File: config.mk
export PLATFORM = sky130hd
export DESIGN_NAME = tpa_queue
export DESIGN_NICKNAME = d
export VERILOG_FILES = /design/src/hw/rtl/tpa_pkg.sv /design/src/hw/rtl/tpa_queue.sv
export SDC_FILE = /design/constraint.sdc
export NUM_CORES = 1
export LEC_CHECK = 0
export BUFFER_PORTS_ARGS = -buffer_cell sky130_fd_sc_hd__buf_2
export CORE_AREA = 2 2 110 112
export DETAILED_ROUTE_END_ITERATION = 10
export DIE_AREA = 0 0 112 114
export GPL_ROUTABILITY_DRIVEN = 0
export PLACE_DENSITY = 0.68
export SYNTH_ARGS = -nofsm -noshare
export SYNTH_HDL_FRONTEND = slang
export SYNTH_SLANG_ARGS = --single-unit
File: constraint.sdc
create_clock -name clk -period 2.43 [get_ports clk]
set_input_delay 0.3645 -clock clk [delete_from_list [all_inputs] [get_ports clk]]
set_output_delay 0.3645 -clock clk [all_outputs]
set_load 0.01 [all_outputs]
File: src/hw/rtl/tpa_pkg.sv
// shared types and constants for triangle primitive assembly
package tpa_pkg;

    // field widths
    localparam int FUNC_W   = 2;
    localparam int MODE_W   = 2;
    localparam int VERTEX_W = 12;
    localparam int EDGE_W   = 16;

    // edge table: one entry per vertex number
    localparam int MAX_VERTICES = 4096;
    localparam int ADDR_W       = $clog2(MAX_VERTICES);

    // command queue between front and back
    localparam int QUEUE_DEPTH = 4;
    localparam int QPTR_W      = $clog2(QUEUE_DEPTH);
    localparam int QCNT_W      = $clog2(QUEUE_DEPTH + 1);

    // item codes
    localparam logic [FUNC_W-1:0] FUNC_SET_EDGE = 2'd0;
    localparam logic [FUNC_W-1:0] FUNC_BEGIN    = 2'd1;
    localparam logic [FUNC_W-1:0] FUNC_VERTEX   = 2'd2;

    // primitive modes
    localparam logic [MODE_W-1:0] MODE_TRIANGLES = 2'd0;
    localparam logic [MODE_W-1:0] MODE_FAN       = 2'd1;
    localparam logic [MODE_W-1:0] MODE_STRIP     = 2'd2;

    // one classified command; for vertex commands edge_id holds the table value
    typedef struct packed {
        logic [FUNC_W-1:0]   func;
        logic [MODE_W-1:0]   mode;
        logic [VERTEX_W-1:0] vertex_id;
        logic [EDGE_W-1:0]   edge_id;
    } tpa_cmd_t;

endpackage

File: src/hw/rtl/tpa_queue.sv
// command queue between front end and assembly back end
module tpa_queue
    import tpa_pkg::*;
(
    input  logic              clk,
    input  logic              rst_n,
    input  logic              push,
    input  tpa_cmd_t          push_cmd,
    input  logic              pop,
    output logic              head_valid,
    output tpa_cmd_t          head_cmd,
    output logic [QCNT_W-1:0] count
);

    tpa_cmd_t          slot_reg [QUEUE_DEPTH];
    logic [QPTR_W-1:0] wr_ptr_reg;
    logic [QPTR_W-1:0] rd_ptr_reg;
    logic [QCNT_W-1:0] count_reg;
    logic [QCNT_W-1:0] count_next;

    // occupancy
    always_comb
    begin
        unique case ({push, pop})
            2'b10:   count_next = count_reg + QCNT_W'(1);
            2'b01:   count_next = count_reg - QCNT_W'(1);
            default: count_next = count_reg;
        endcase
    end

    // pointers and count
    always_ff @(posedge clk or negedge rst_n)
    begin
        if (!rst_n)
        begin
            wr_ptr_reg <= '0;
            rd_ptr_reg <= '0;
            count_reg  <= '0;
        end
        else
        begin
            if (push)
            begin
                wr_ptr_reg <= wr_ptr_reg + QPTR_W'(1);
            end
            if (pop)
            begin
                rd_ptr_reg <= rd_ptr_reg + QPTR_W'(1);
            end
            count_reg <= count_next;
        end
    end

    // entry storage
    always_ff @(posedge clk)
    begin
        if (push)
        begin
            slot_reg[wr_ptr_reg] <= push_cmd;
        end
    end

    assign head_valid = (count_reg != '0);
    assign head_cmd   = slot_reg[rd_ptr_reg];
    assign count      = count_reg;

    // front end reserves room before every push
    a_no_push_full: assert property (@(posedge clk) disable iff (!rst_n)
        push |-> (count_reg != QCNT_W'(QUEUE_DEPTH)))
        else $error("push into full queue");

    a_no_pop_empty: assert property (@(posedge clk) disable iff (!rst_n)
        pop |-> (count_reg != '0))
        else $error("pop from empty queue");

endmodule

# After elaboration in Yosys (flattened, before gate mapping)
# Memory sizes are Yosys's and may differ from the RTL's.
# Cells that the tools add are included.
# classes
n_addsub	4
multipliers	0
div_mod_pow	0
order_cmp	0
eq_ne	2
shift	0
n_mux	3
bitwise_logic	0
reduce_logical	2
# ops
op	count
3-bit one-hot mux with 2 select lines	1
2-bit by 1-bit adder with 2-bit output, second input constant	2
3-bit by 1-bit adder with 3-bit output, second input constant	1
3-bit nonzero test	1
3-bit by 1-bit subtractor with 3-bit output, second input constant	1
2-bit by 1-bit equality test with 1-bit output, second input constant	1
2-bit equality test, second input constant	1
1-bit 2-to-1 mux	2
2-bit nonzero test	1
# totals
reg_bits	7
latchBits	0
ramBits	128
romBits	0
in_bits	36
output_inout_bits	36
elab_cells	15
memories	1
# memory_table
name	depth	width	rd	rd_ports_with_merged_regs	wr	line_no	rtl
slot_reg	4	32	1	0	1	tpa_queue.sv:15	tpa_cmd_t slot_reg [QUEUE_DEPTH];

# Depth between registers and ports, before layout
# logic_depth
ltp_word	2
ltp_mapped	7
ltp_nobuf	7

# Worst setup path before layout
# Ideal clock, no wire load.
# synth_timing
path_type	register -> register
start	register wr_ptr_reg[0]
end	memory slot_reg[2][0] (netlist name), enable pin
setup_time_ns	0.392
t_arrival_ns	1.405
required_time_ns	2.038
setup_slack_ns	0.633
path_stages_with_launch	4
path_buffers	0
period_less_slack_ns	1.797
path_cell_list	dfrtp_1 inv_1 ha_1 and2_1
# synth_rtl
element	line_no	rtl
from (decl)	tpa_queue.sv:16	logic [QPTR_W-1:0] wr_ptr_reg;
from (signal assigned)	tpa_queue.sv:44	wr_ptr_reg <= wr_ptr_reg + QPTR_W'(1);
to (decl)	tpa_queue.sv:15	
# No word-level cell before the write port.

==> flow_metrics.py <==
metrics = {
    "clocking": {
        "cts.sink_count": 135,
        "post-cts-setup-buffers": 0,
        "clk_latency_ps": 400,
        "cts.root.buffer_cell": "clkbuf_16",
        "cts_made_buffers": 17,
        "cts_max_path_buffers": 2,
        "clk_pin_slew_worst_paths_ps": 50,
        "tritoncts": "done",
        "cts_max_level": 4,
    },
    "logic_synthesis": {
        "yosys.area_share.simple_pct": 0.841,
        "synthXorXnorAreaFrac_pct": 1.04,
        "main_combinational_cell_family_by_area_after_synthesis": "multiplexers",
        "compound_gate_fraction_of_synth_area_pct": 0.0989,
        "syn-num-nets": 245,
        "area_share_of_the_largest_cell_type_after_synthesis_pct": 76.0,
        "synth.lib_cells_used.distinct": 19,
        "synth_seq_cells": 135,
        "syn-instance-count": 203,
        "synthesis.area_sq_um": 5060,
        "adder_and_majority_cell_fraction_of_the_synthesized_area_pct": 1.63,
        "yosys.area.top_type": "edfxtp_1",
        "ys_seq_area_share_pct": 79.4,
        "muxShareOfSynthArea_pct": 14.7,
        "yosys_most_used_dff": "edfxtp_1",
        "synthesis.area_per_instance_sq_um": 24.9,
        "postSynth.asyncResetShare_pct": 5.19,
        "ranking_of_synthesized_cells_by_area": "edfxtp_1 (76%), mux4_2 (12%), dfrtp_1 (3.5%), mux4_1 (2.1%), ha_1 (1.2%)",
        "synth-edff-count": 128,
        "yosys_warnings": 0,
    },
    "power": {
        "seq_power_share_pct": 39.1,
        "internal_power_mw": 6.14,
        "power_density_nw_per_um2": 1300,
        "power.ir.vdd_worst_uv": 575,
        "pwr-share-clk_pct": 35.3,
        "switching_power_mw": 2.15,
        "leakagePower_nw": 2.27,
        "power.share.combinational_pct": 25.6,
        "finalPower_mw": 8.28,
        "power_switching_share_pct": 25.9,
    },
    "min_path": {
        "worstHoldPathType": "primary input to register",
    },
    "final_layout": {
        "max_ffs_per_register": 128,
        "flip_flop_and_latch_area_sq_um": 4020,
        "syn2layout_area_growth_pct": 25.5,
        "multi_input_comb_area_sq_um": 933,
        "n_fill_cell": 940,
        "num_antenna_cells": 0,
        "fin_nets": 335,
        "share_of_post_route_cells_with_drive_strength_above_1_pct": 45.8,
    },
    "drt": {
        "dr.pass1.iters": 4,
        "dr_total_vias": 2270,
        "route.detailed.wl_per_inst_um": 19.2,
        "antenna_violating_nets_remaining": 0,
        "detail_route.iter0.violations": 111,
        "vias_per_cell": 5.01,
        "routed_wirelength_um": 8680,
        "post-route-drc-count": 0,
    },
    "floorplanning": {
        "chipHeight_um": 114,
        "area_of_the_core_sq_um": 11700,
        "die-width_um": 112,
        "num_io_pins": 72,
        "core.rowCount": 40,
        "floorplan.die_area_sq_um": 12800,
        "floorplan.initialDensity_pct": 43.2,
    },
    "placed_design": {
        "place.port_buffers": 71,
        "detailedPlacementHpwl_um": 5270,
    },
    "timing": {
        "finalWorstPathRequiredPeriod_ps": 2130,
        "worst-slew-pin-transition_ps": 451,
        "setup_viol": 0,
        "post-route-period-util_pct": 87.5,
        "slew_headroom_pct": 70.0,
        "timing.fmax_mhz": 470,
        "finalHoldViolCount": 0,
        "final.setup_skew_ps": 9.04,
        "setup_tns_ps": 0,
        "rsz_0062_raised_after_global_routing": "no",
        "timing.final.max_slew_violations": 0,
    },
    "setup_path": {
        "path_class": "register to primary output",
        "cp_cell_sequence": "buf_12 > mux4_1 > buf_2",
        "required_ps": 2070,
        "crit_path_start_kind": "register",
        "critical_path.max_fanout": 19,
        "critical-path-max-stage-delay_ps": 590,
        "timing.critical_path.arrival_ps": 1760,
        "slowest_stage": "mux4_1",
        "endpoint_class_of_the_critical_path": "primary output",
    },
    "global_routing": {
        "grt_use_met2_pct": 23.5,
        "grt_use_met3_pct": 4.89,
        "grt_use_met1_pct": 19.0,
        "most_used_routing_layer": "met2",
        "antenna_found_initial": 0,
        "first_pass_grt_wire_length_um": 13600,
        "grt_start_max_net_pins": 22,
        "global_route.usage.total_pct": 14.8,
        "overflow": 0,
        "grt_pass1_vias": 2427,
    },
    "run": {
        "max_cap_violations": 0,
    },
    "run_status": {
        "run_status": "completed",
    },
}
## layout by cell type (no fill, tap or decap)
cell	netlist	layout
clkinv_4	0	3
and2_2	0	4
dfrtp_1	7	5
clkinvlp_4	0	1
clkbuf_16	0	17
xnor2_1	2	2
xor2_1	4	4
buf_2	3	71
dlygate4sd3_1	0	1
inv_1	6	6
bufinv_16	0	7
edfxtp_1	128	128
nand2_1	2	2
mux4_2	28	28
clkbuf_1	1	2
buf_12	3	7
or3_1	1	1
clkinv_1	0	2
fa_1	1	1
mux2i_1	1	1
o21ai_0	1	1
nor2_1	1	1
ha_1	5	5
dfrtp_2	0	2
mux4_1	4	4
## layer usage
metal  vias to the layer above  part of all wire [%]
met5                         -                     0
li1                       1033                     -
met2                        64                    50
met1                      1161                    44
met4                         0                   1.6
met3                        12                   4.9
## final timing paths
| kind | depth (start not counted) | slack (ps) | end | startpoint |
|---|---|---|---|---|
| max | 3 | 300 | head_cmd[1] | rd_ptr_reg[0]$_DFFE_PN0P_ |
| min | 1 | 170 | slot_reg[2][28]$_DFFE_PP_ | push_cmd[28] |
| max reg2reg | 4 | 760 | slot_reg[0][14]$_DFFE_PP_ | wr_ptr_reg[0]$_DFFE_PN0P_ |
| min reg2reg | 1 | 490 | count[2]$_DFFE_PN0P_ | count[2]$_DFFE_PN0P_ |
| max in group asynchronous | 2 | 1890 | rd_ptr_reg[1]$_DFFE_PN0P_ | rst_n |
| min in group asynchronous | 2 | 340 | count[1]$_DFFE_PN0P_ | rst_n |
## cell type report
type                    instances  area share (%)
clock buffers                  19            6.82
clock inverters                13            3.96
inverters                       6           0.355
multi-input cells              54            14.7
flip-flops and latches        135            63.3
well taps                     147            2.90
repair buffers                 79            7.96
## cell families after synthesis
group / after synthesis
simple gates: 8
flops: 135
fa+ha+maj: 6
buf+inv: 14
xor+xnor: 6
mux: 33
compound gates: 1
## power groups by stage
stage	Sequential, mW	Clock, mW	Combinational, mW
CTS	3.24	2.98	2.19
finish	3.24	2.93	2.12
global route	3.28	3.09	2.32
detailed placement	3.28	0	2.18
global placement	3.26	0	2.17
floorplan	3.21	0	1.46
## cell usage after synthesis (2+ instances only)
master,n
inv_1,6
dfrtp_1,7
edfxtp_1,128
and2_1,4
ha_1,5
mux4_2,28
nand2_1,2
xor2_1,4
xnor2_1,2
buf_2,3
buf_12,3
mux4_1,4
## repair_timing
item,CTS,global route
hold endpoints to repair,7,0
gates resized for setup,0,0
hold buffers,1,0
## stage by stage
step / hold slack [ps] / cell area, sq um / worst slack, ps / util, % / std cells
after floorplan: 68.9 / 5060 / 633 / - / 203
after global placement: 215 / 5660 / 703 / 48.3 / 420
after detailed placement: 221 / 5660 / 702 / 48.3 / 420
after CTS: 159 / 6350 / 262 / 54.2 / 453
after global routing: 158 / 6350 / 234 / 54.2 / 453
final: 171 / 6350 / 303 / 54.2 / 453
## critical path, delay by kind of cell (launching register included)
family | cells | cell delay (ps)
buf+inv | 2 | 370
flops | 1 | 400
mux | 1 | 590
Power figures use the tool's default switching activity.
