## src/hw/rtl/tpa_pkg.sv

```systemverilog
// shared types and constants for triangle primitive assembly
package tpa_pkg;

    // field widths
    localparam int FUNC_W   = 2;
    localparam int MODE_W   = 2;
    localparam int VERTEX_W = 12;
    localparam int EDGE_W   = 16;

    // edge table: one entry per vertex number
    localparam int MAX_VERTICES = 4096;
    localparam int ADDR_W       = $clog2(MAX_VERTICES);

    // command queue between front and back
    localparam int QUEUE_DEPTH = 4;
    localparam int QPTR_W      = $clog2(QUEUE_DEPTH);
    localparam int QCNT_W      = $clog2(QUEUE_DEPTH + 1);

    // item codes
    localparam logic [FUNC_W-1:0] FUNC_SET_EDGE = 2'd0;
    localparam logic [FUNC_W-1:0] FUNC_BEGIN    = 2'd1;
    localparam logic [FUNC_W-1:0] FUNC_VERTEX   = 2'd2;

    // primitive modes
    localparam logic [MODE_W-1:0] MODE_TRIANGLES = 2'd0;
    localparam logic [MODE_W-1:0] MODE_FAN       = 2'd1;
    localparam logic [MODE_W-1:0] MODE_STRIP     = 2'd2;

    // one classified command; for vertex commands edge_id holds the table value
    typedef struct packed {
        logic [FUNC_W-1:0]   func;
        logic [MODE_W-1:0]   mode;
        logic [VERTEX_W-1:0] vertex_id;
        logic [EDGE_W-1:0]   edge_id;
    } tpa_cmd_t;

endpackage

```

## src/hw/rtl/tpa_back.sv

```systemverilog
// back end: held vertices, triangle assembly and output register
module tpa_back
    import tpa_pkg::*;
(
    input  logic                clk,
    input  logic                rst_n,
    input  logic                head_valid,
    input  tpa_cmd_t            head_cmd,
    output logic                pop,
    output logic                out_valid,
    input  logic                out_stall,
    output logic [VERTEX_W-1:0] tri_vertex_a,
    output logic [VERTEX_W-1:0] tri_vertex_b,
    output logic [VERTEX_W-1:0] tri_vertex_c,
    output logic [EDGE_W-1:0]   tri_edge_a,
    output logic [EDGE_W-1:0]   tri_edge_b,
    output logic [EDGE_W-1:0]   tri_edge_c
);

    logic [MODE_W-1:0]   mode_reg;
    logic [MODE_W-1:0]   mode_next;
    logic [1:0]          count_reg;
    logic [1:0]          count_next;
    logic                parity_reg;
    logic                parity_next;
    logic [VERTEX_W-1:0] hv_reg  [3];
    logic [VERTEX_W-1:0] hv_next [3];
    logic [EDGE_W-1:0]   he_reg  [3];
    logic [EDGE_W-1:0]   he_next [3];
    logic [VERTEX_W-1:0] hv_w    [3];
    logic [EDGE_W-1:0]   he_w    [3];
    logic [VERTEX_W-1:0] tv      [3];
    logic [EDGE_W-1:0]   te      [3];
    logic [1:0]          slot;
    logic [1:0]          count_inc;
    logic                emit;
    logic                process;

    logic                out_valid_reg;
    logic [VERTEX_W-1:0] out_v_reg [3];
    logic [EDGE_W-1:0]   out_e_reg [3];

    // take the head command when the output register can hold a result
    assign process = head_valid && (!out_valid_reg || !out_stall);
    assign pop     = process;

    assign slot      = count_reg[1] ? 2'd2 : count_reg;
    assign count_inc = (count_reg == 2'd3) ? 2'd3 : count_reg + 2'd1;

    // assembly step for the head command
    always_comb
    begin
        mode_next   = mode_reg;
        count_next  = count_reg;
        parity_next = parity_reg;
        emit        = 1'b0;
        for (int k = 0; k < 3; k++)
        begin
            hv_next[k] = hv_reg[k];
            he_next[k] = he_reg[k];
            hv_w[k]    = hv_reg[k];
            he_w[k]    = he_reg[k];
        end
        hv_w[slot] = head_cmd.vertex_id;
        he_w[slot] = head_cmd.edge_id;
        for (int k = 0; k < 3; k++)
        begin
            tv[k] = hv_w[k];
            te[k] = he_w[k];
        end

        unique case (head_cmd.func)
            FUNC_SET_EDGE:
            begin
                // keep held copies in step with the table
                for (int k = 0; k < 3; k++)
                begin
                    if (hv_reg[k][ADDR_W-1:0] == head_cmd.vertex_id[ADDR_W-1:0])
                    begin
                        he_next[k] = head_cmd.edge_id;
                    end
                end
            end
            FUNC_BEGIN:
            begin
                mode_next   = head_cmd.mode;
                count_next  = 2'd0;
                parity_next = 1'b0;
            end
            FUNC_VERTEX:
            begin
                count_next = count_inc;
                for (int k = 0; k < 3; k++)
                begin
                    hv_next[k] = hv_w[k];
                    he_next[k] = he_w[k];
                end
                if (count_inc == 2'd3)
                begin
                    emit = 1'b1;
                    unique case (mode_reg)
                        MODE_FAN:
                        begin
                            hv_next[1] = hv_w[2];
                            he_next[1] = he_w[2];
                        end
                        MODE_STRIP:
                        begin
                            // odd strip triangles come out reversed
                            if (parity_reg)
                            begin
                                tv[0] = hv_w[2];
                                tv[2] = hv_w[0];
                                te[0] = he_w[2];
                                te[2] = he_w[0];
                            end
                            parity_next = ~parity_reg;
                            hv_next[0]  = hv_w[1];
                            he_next[0]  = he_w[1];
                            hv_next[1]  = hv_w[2];
                            he_next[1]  = he_w[2];
                        end
                        default:
                        begin
                            count_next = 2'd0;
                        end
                    endcase
                end
            end
            default:
            begin
            end
        endcase
    end

    // assembly control state and output valid
    always_ff @(posedge clk or negedge rst_n)
    begin
        if (!rst_n)
        begin
            mode_reg      <= MODE_TRIANGLES;
            count_reg     <= 2'd0;
            parity_reg    <= 1'b0;
            out_valid_reg <= 1'b0;
            for (int k = 0; k < 3; k++)
            begin
                hv_reg[k] <= '0;
            end
        end
        else
        begin
            if (process)
            begin
                mode_reg   <= mode_next;
                count_reg  <= count_next;
                parity_reg <= parity_next;
                for (int k = 0; k < 3; k++)
                begin
                    hv_reg[k] <= hv_next[k];
                end
            end
            if (process && emit)
            begin
                out_valid_reg <= 1'b1;
            end
            else if (!out_stall)
            begin
                out_valid_reg <= 1'b0;
            end
        end
    end

    // held edges and result payload
    always_ff @(posedge clk)
    begin
        if (process)
        begin
            for (int k = 0; k < 3; k++)
            begin
                he_reg[k] <= he_next[k];
            end
        end
        if (process && emit)
        begin
            for (int k = 0; k < 3; k++)
            begin
                out_v_reg[k] <= tv[k];
                out_e_reg[k] <= te[k];
            end
        end
    end

    assign out_valid    = out_valid_reg;
    assign tri_vertex_a = out_v_reg[0];
    assign tri_vertex_b = out_v_reg[1];
    assign tri_vertex_c = out_v_reg[2];
    assign tri_edge_a   = out_e_reg[0];
    assign tri_edge_b   = out_e_reg[1];
    assign tri_edge_c   = out_e_reg[2];

    // separate triangles restart after each triangle
    a_list_restart: assert property (@(posedge clk) disable iff (!rst_n)
        (process && emit && (mode_reg != MODE_FAN) && (mode_reg != MODE_STRIP))
        |=> (count_reg == 2'd0))
        else $error("list mode did not restart after triangle");

    // fan and strip keep three vertices after a triangle
    a_chain_full: assert property (@(posedge clk) disable iff (!rst_n)
        (process && emit && ((mode_reg == MODE_FAN) || (mode_reg == MODE_STRIP)))
        |=> (count_reg == 2'd3))
        else $error("fan or strip lost held vertices");

endmodule

```

## config.mk

```make
export PLATFORM = sky130hd
export DESIGN_NAME = tpa_back
export DESIGN_NICKNAME = d
export VERILOG_FILES = /design/src/hw/rtl/tpa_pkg.sv /design/src/hw/rtl/tpa_back.sv
export SDC_FILE = /design/constraint.sdc
export NUM_CORES = 1
export LEC_CHECK = 0
export BUFFER_PORTS_ARGS = -buffer_cell sky130_fd_sc_hd__buf_4
export CORE_UTILIZATION = 57
export DETAILED_ROUTE_END_ITERATION = 8
export HOLD_SLACK_MARGIN = 0.05
export PLACE_DENSITY = 0.88
export SYNTH_ARGS = -nofsm -noshare
export SYNTH_HDL_FRONTEND = slang
export SYNTH_SLANG_ARGS = --single-unit
```

## constraint.sdc

```tcl
create_clock -name clk -period 4.1 [get_ports clk]
set_clock_uncertainty 0.15 [all_clocks]
set_input_delay 0.82 -clock clk [delete_from_list [all_inputs] [get_ports clk]]
set_output_delay 0.82 -clock clk [all_outputs]
set_load 0.01 [all_outputs]
```

Word-level counts from Yosys, hierarchy flattened
Memory sizes are Yosys's and may differ from the RTL's.
Cells that the tools add are included.
W data, S select, Z words.
- bits in registers: 42
- bits in writable memories: 132
- input bits: 36
- output and inout port bits: 86
- memories: 3
- memories (memory ; words ; bits a word ; read ports ; clocked after Yosys merged registers in ; wr ports ; line ; source):
    he_reg ; 3 ; 16 ; 3 ; 0 ; 3 ; tpa_back.sv:28 ; logic [EDGE_W-1:0] he_reg [3];
    out_e_reg ; 3 ; 16 ; 3 ; 0 ; 3 ; tpa_back.sv:41 ; logic [EDGE_W-1:0] out_e_reg [3];
    out_v_reg ; 3 ; 12 ; 3 ; 0 ; 3 ; tpa_back.sv:40 ; logic [VERTEX_W-1:0] out_v_reg [3];
- $add $sub $neg: 1
- $lt $le $gt $ge: 2
- equal/unequal tests: 12
- mux-type cells: 48
- bitwise operators: 2
- reductions and logical operators: 13
- operators with widths (cell ; count):
    $mux W16 ; 14
    $mux W12 ; 11
    $pmux W48 S2 ; 1
    $bwmux W48 ; 1
    $bwmux W36 ; 1
    $eq A12 B12 Y1 ; 3
    $demux W16 S2 ; 1
    $mux W32 ; 1
    $demux W12 S2 ; 1
    $mux W24 ; 1
    $mux W1 ; 10
    $eq A2 B2 Y1 const B ; 4
    $mux W2 ; 4
    $reduce_and A2 Y1 ; 3
    $eq A2 B1 Y1 const B ; 2
    $ne A2 B2 Y1 const B ; 2
    $pmux W2 S2 ; 1
    $reduce_and A4 Y1 ; 1
    $ge A3 B3 Y1 const B ; 1
    $logic_and A1 B1 Y1 ; 3
    $lt A3 B1 Y1 const B ; 1
    $not A2 Y3 ; 1
    $add A2 B1 Y2 const B ; 1
    $logic_not A1 Y1 ; 2
    7 further kinds ; 7

Logic depth before layout (Yosys ltp)
- word-level depth: 11
- mapped depth: 9
- gate-level depth less buffers: 6

Worst setup path after synthesis
No wires, ideal clock.
- kind: input to register
- from: input head_cmd[30] (netlist name)
- to: memory out_e_reg[0][0] (enable)
- data arrival time: 3.191 ns
- data required time: 3.512 ns
- setup slack: 0.322 ns
- cell stages on the path: 6
- path buffers: 2
- cell sequence: inv_1 > ha_1 > buf_2 > nand3_1 > buf_2 > inv_1
- RTL lines (item ; line ; source):
    from (decl) ; tpa_back.sv:8 ; input tpa_cmd_t head_cmd,
    to (decl) ; tpa_back.sv:41 ;

==> results.py <==
metrics = {
    "clock_tree": {
        "cts_made_buffers": 17,
        "clkTransAtPathRegs_ns": 0.06,
        "hold_buffers": 0,
        "clockBufferDepth": 2,
        "cts_resized": 0,
        "cts_setup_buffers": 0,
        "root_buffer": "clkbuf_16",
        "cts_tree": "done",
        "worstSkewPairLatency_ns": 0.44,
        "clock_sinks": 174,
        "h-tree-depth": 4,
    },
    "final_layout": {
        "multi_input_area_mm2": 0.00299,
        "final_layout_size_suffix_gt1_frac": 0.362,
        "fill_cells": 925,
        "nets": 775,
        "syn2layout_area_growth_pct": 18.8,
        "antenna_cells": 0,
        "seq_area_mm2": 0.00502,
    },
    "worst_setup_path": {
        "end_kind": "flip-flop",
        "worstReg2RegStart": "count_reg[1]",
        "worstPathArrival_ns": 3.52,
        "crit_slowest_cell": "dfrtp_2",
        "path_max_fanout": 64,
        "startpoint_type": "flip-flop",
        "startpoint": "count_reg[1]",
        "cp.required_ns": 4.21,
        "path_cells": "nor2_1 -> nor2_1 -> nor2_1 -> a21oi_1",
        "regToRegEndpoint": "he_reg[0][13]",
        "max_stage_delay_ns": 1.09,
        "worstRegToRegCells": 4,
        "setup.worst_path.end": "he_reg[0][13]",
        "crit_type": "flip-flop to flip-flop",
        "cpMostUsedCell": "nor2_1",
        "ff2ff_setup_slack_ns": 0.69,
    },
    "synth": {
        "ys_top_cells_by_area": "edfxtp_1 (48%), dfrtp_1 (13%), mux2_2 (12%), nor2_1 (2.9%), nand2_1 (2.6%)",
        "netlist-cell-type-count": 37,
        "synth_cells": 636,
        "syn-num-nets": 676,
        "syn_avg_cell_area_um2": 12.9,
        "yosysWarnings": 0,
        "synth_edf_count": 132,
        "muxShareOfSynthArea": 0.141,
        "synth.cell_area_mm2": 0.00823,
        "synth_flop_cell": "edfxtp_1",
        "synthSimpleGateAreaFrac": 0.0848,
        "yosysTopAreaCellShare": 0.481,
        "synth-compound-area-share": 0.0919,
        "ys_seq_area_frac": 0.609,
        "synth_top_family_by_area": "multiplexers",
        "synth-async-reset-ratio": 0.241,
        "yosysTopAreaCell": "edfxtp_1",
        "synth_fa_ha_area_frac": 0.00608,
        "synth_xor_area_frac": 0.0383,
        "ys_seq_elements": 174,
    },
    "die": {
        "die_area_mm2": 0.0149,
        "ioPinCount": 122,
        "start_util": 0.589,
        "die_h_um": 122,
        "die_w_um": 122,
        "fp.coreArea_mm2": 0.0140,
        "rows": 43,
    },
    "sta": {
        "final_max_slew_viol_count": 0,
        "hold_viol": 0,
        "worst_slack_ns": 0.694,
        "post-route-min-period_ns": 3.41,
        "slew_headroom": 0.180,
        "holdWs_ns": 0.221,
        "rsz0062_at_grt": "no",
        "period_share": 0.831,
        "max_freq_mhz": 294,
        "worst_slew_pin_slew_ns": 1.23,
        "tns_ns": 0,
        "setup_viol": 0,
    },
    "placed_design": {
        "gp_congestion": 0.846,
        "pre_cts_slack_ns": 0.817,
        "portBuffers": 121,
        "place_hpwl_mm": 12.8,
    },
    "route": {
        "via_per_inst": 6.46,
        "route.vias.total": 5997,
        "drtIter0Drc": 723,
        "wl_mm": 20.2,
        "dr.pass1.iters": 6,
        "routedWlPerCell_um": 21.7,
        "ant_nets": 0,
        "drc": 0,
    },
    "run_status": {
        "run_status": "completed",
    },
    "hold_path": {
        "hold_path_class": "primary input to asynchronous set/reset pin",
    },
    "grt": {
        "overflow": 0,
        "antenna_found_initial": 0,
        "grt_pass1_wl_mm": 30.8,
        "globalRouteTotalUtil": 0.279,
        "grt_start_max_net_pins": 65,
        "grt_pass1_vias": 5670,
    },
    "flow_run": {
        "cap_violations": 0,
    },
    "power_and_ir_drop": {
        "ir_worst_vdd_v": 0.000347,
        "powerDensity_mw_per_mm2": 484,
        "p_leak_uw": 0.00371,
        "power.total_uw": 4740,
    },
}
synthesized netlist by cell type, types with 2 or more instances:
master and number:
xnor2_1 20, o2bb2ai_1 12, a21oi_1 18, a31oi_1 12
buf_4 2, xor2_1 16, nor2_1 63, o21ai_0 3
nand2_1 57, mux2_1 12, o221a_2 12, inv_1 5
a22oi_1 12, o22ai_1 34, clkbuf_1 29, mux2_2 91
nand2b_1 2, nand4_1 7, buf_2 17, edfxtp_1 132
ha_1 4, dfrtp_1 42, nand3_1 17, nor4_1 4
worst min-delay path by stage:
stage / from / to / slack [ns] / cells past startpoint
3_3_place_gp: mode_reg[0] / mode_reg[0] / 0.35 / 1
2_1_floorplan: mode_reg[0] / mode_reg[0] / 0.33 / 1
6_report: rst_n / hv_reg[21] / 0.22 / 1
3_5_place_dp: mode_reg[0] / mode_reg[0] / 0.37 / 1
4_1_cts: rst_n / hv_reg[19] / 0.22 / 1
5_1_grt: rst_n / hv_reg[18] / 0.25 / 1
stage by stage:
| step | instance area, µm² | std cells | utilization |
|---|---|---|---|
| after floorplan | 8230 | 636 | - |
| after CTS | 9780 | 928 | 0.699 |
| final | 9780 | 928 | 0.699 |
| after detailed placement | 9230 | 896 | 0.660 |
| after global placement | 9230 | 896 | 0.660 |
| after global routing | 9780 | 928 | 0.699 |
worst max-delay path, delay by kind of cell (launching register included):
kind,cells,cell delay (ns)
flops,1,1.09
simple gates,3,1.73
compound gates,1,0.25
cells in the final DEF (no fill, tap or decap), drive strengths merged, types with 16 or more instances in the layout:
master | synthesis | routed
edfxtp | 132 | 132
buf | 20 | 129
mux2 | 103 | 103
nor2 | 64 | 64
nand2 | 59 | 59
dfrtp | 42 | 42
o22ai | 34 | 34
xnor2 | 20 | 20
a21oi | 18 | 18
clkbuf | 29 | 18
nand3 | 17 | 17
xor2 | 16 | 16
metal layers:
layer	track usage	vias up	part of all wire
li1	-	2582	-
met1	0.377	2941	0.39
met2	0.435	409	0.49
met3	0.0693	65	0.092
met4	0.108	0	0.027
met5	0	-	0
cells by family (layout without fill, tap and decap cells):
family | Yosys count | count (layout)
fa+ha+maj | 4 | 4
buf+inv | 54 | 166
mux | 103 | 103
compound gates | 106 | 106
simple gates | 159 | 159
xor+xnor | 36 | 36
flops | 174 | 174
power by group:
group | switching, µW | total (µW) | internal (µW)
combinational | 451 | 900 | 449
clock | 676 | 1510 | 831
sequential | 212 | 2330 | 2120
area by class of cell:
| class | instances | share of cell area |
|---|---|---|
| clock buffers | 18 | 0.0439 |
| clock inverters | 14 | 0.0120 |
| inverters | 5 | 0.00192 |
| multi-input cells | 408 | 0.306 |
| flip-flops and latches | 174 | 0.513 |
| well taps | 180 | 0.0230 |
| repair buffers | 129 | 0.100 |
Note: power is estimated with default switching activity, not from simulation.
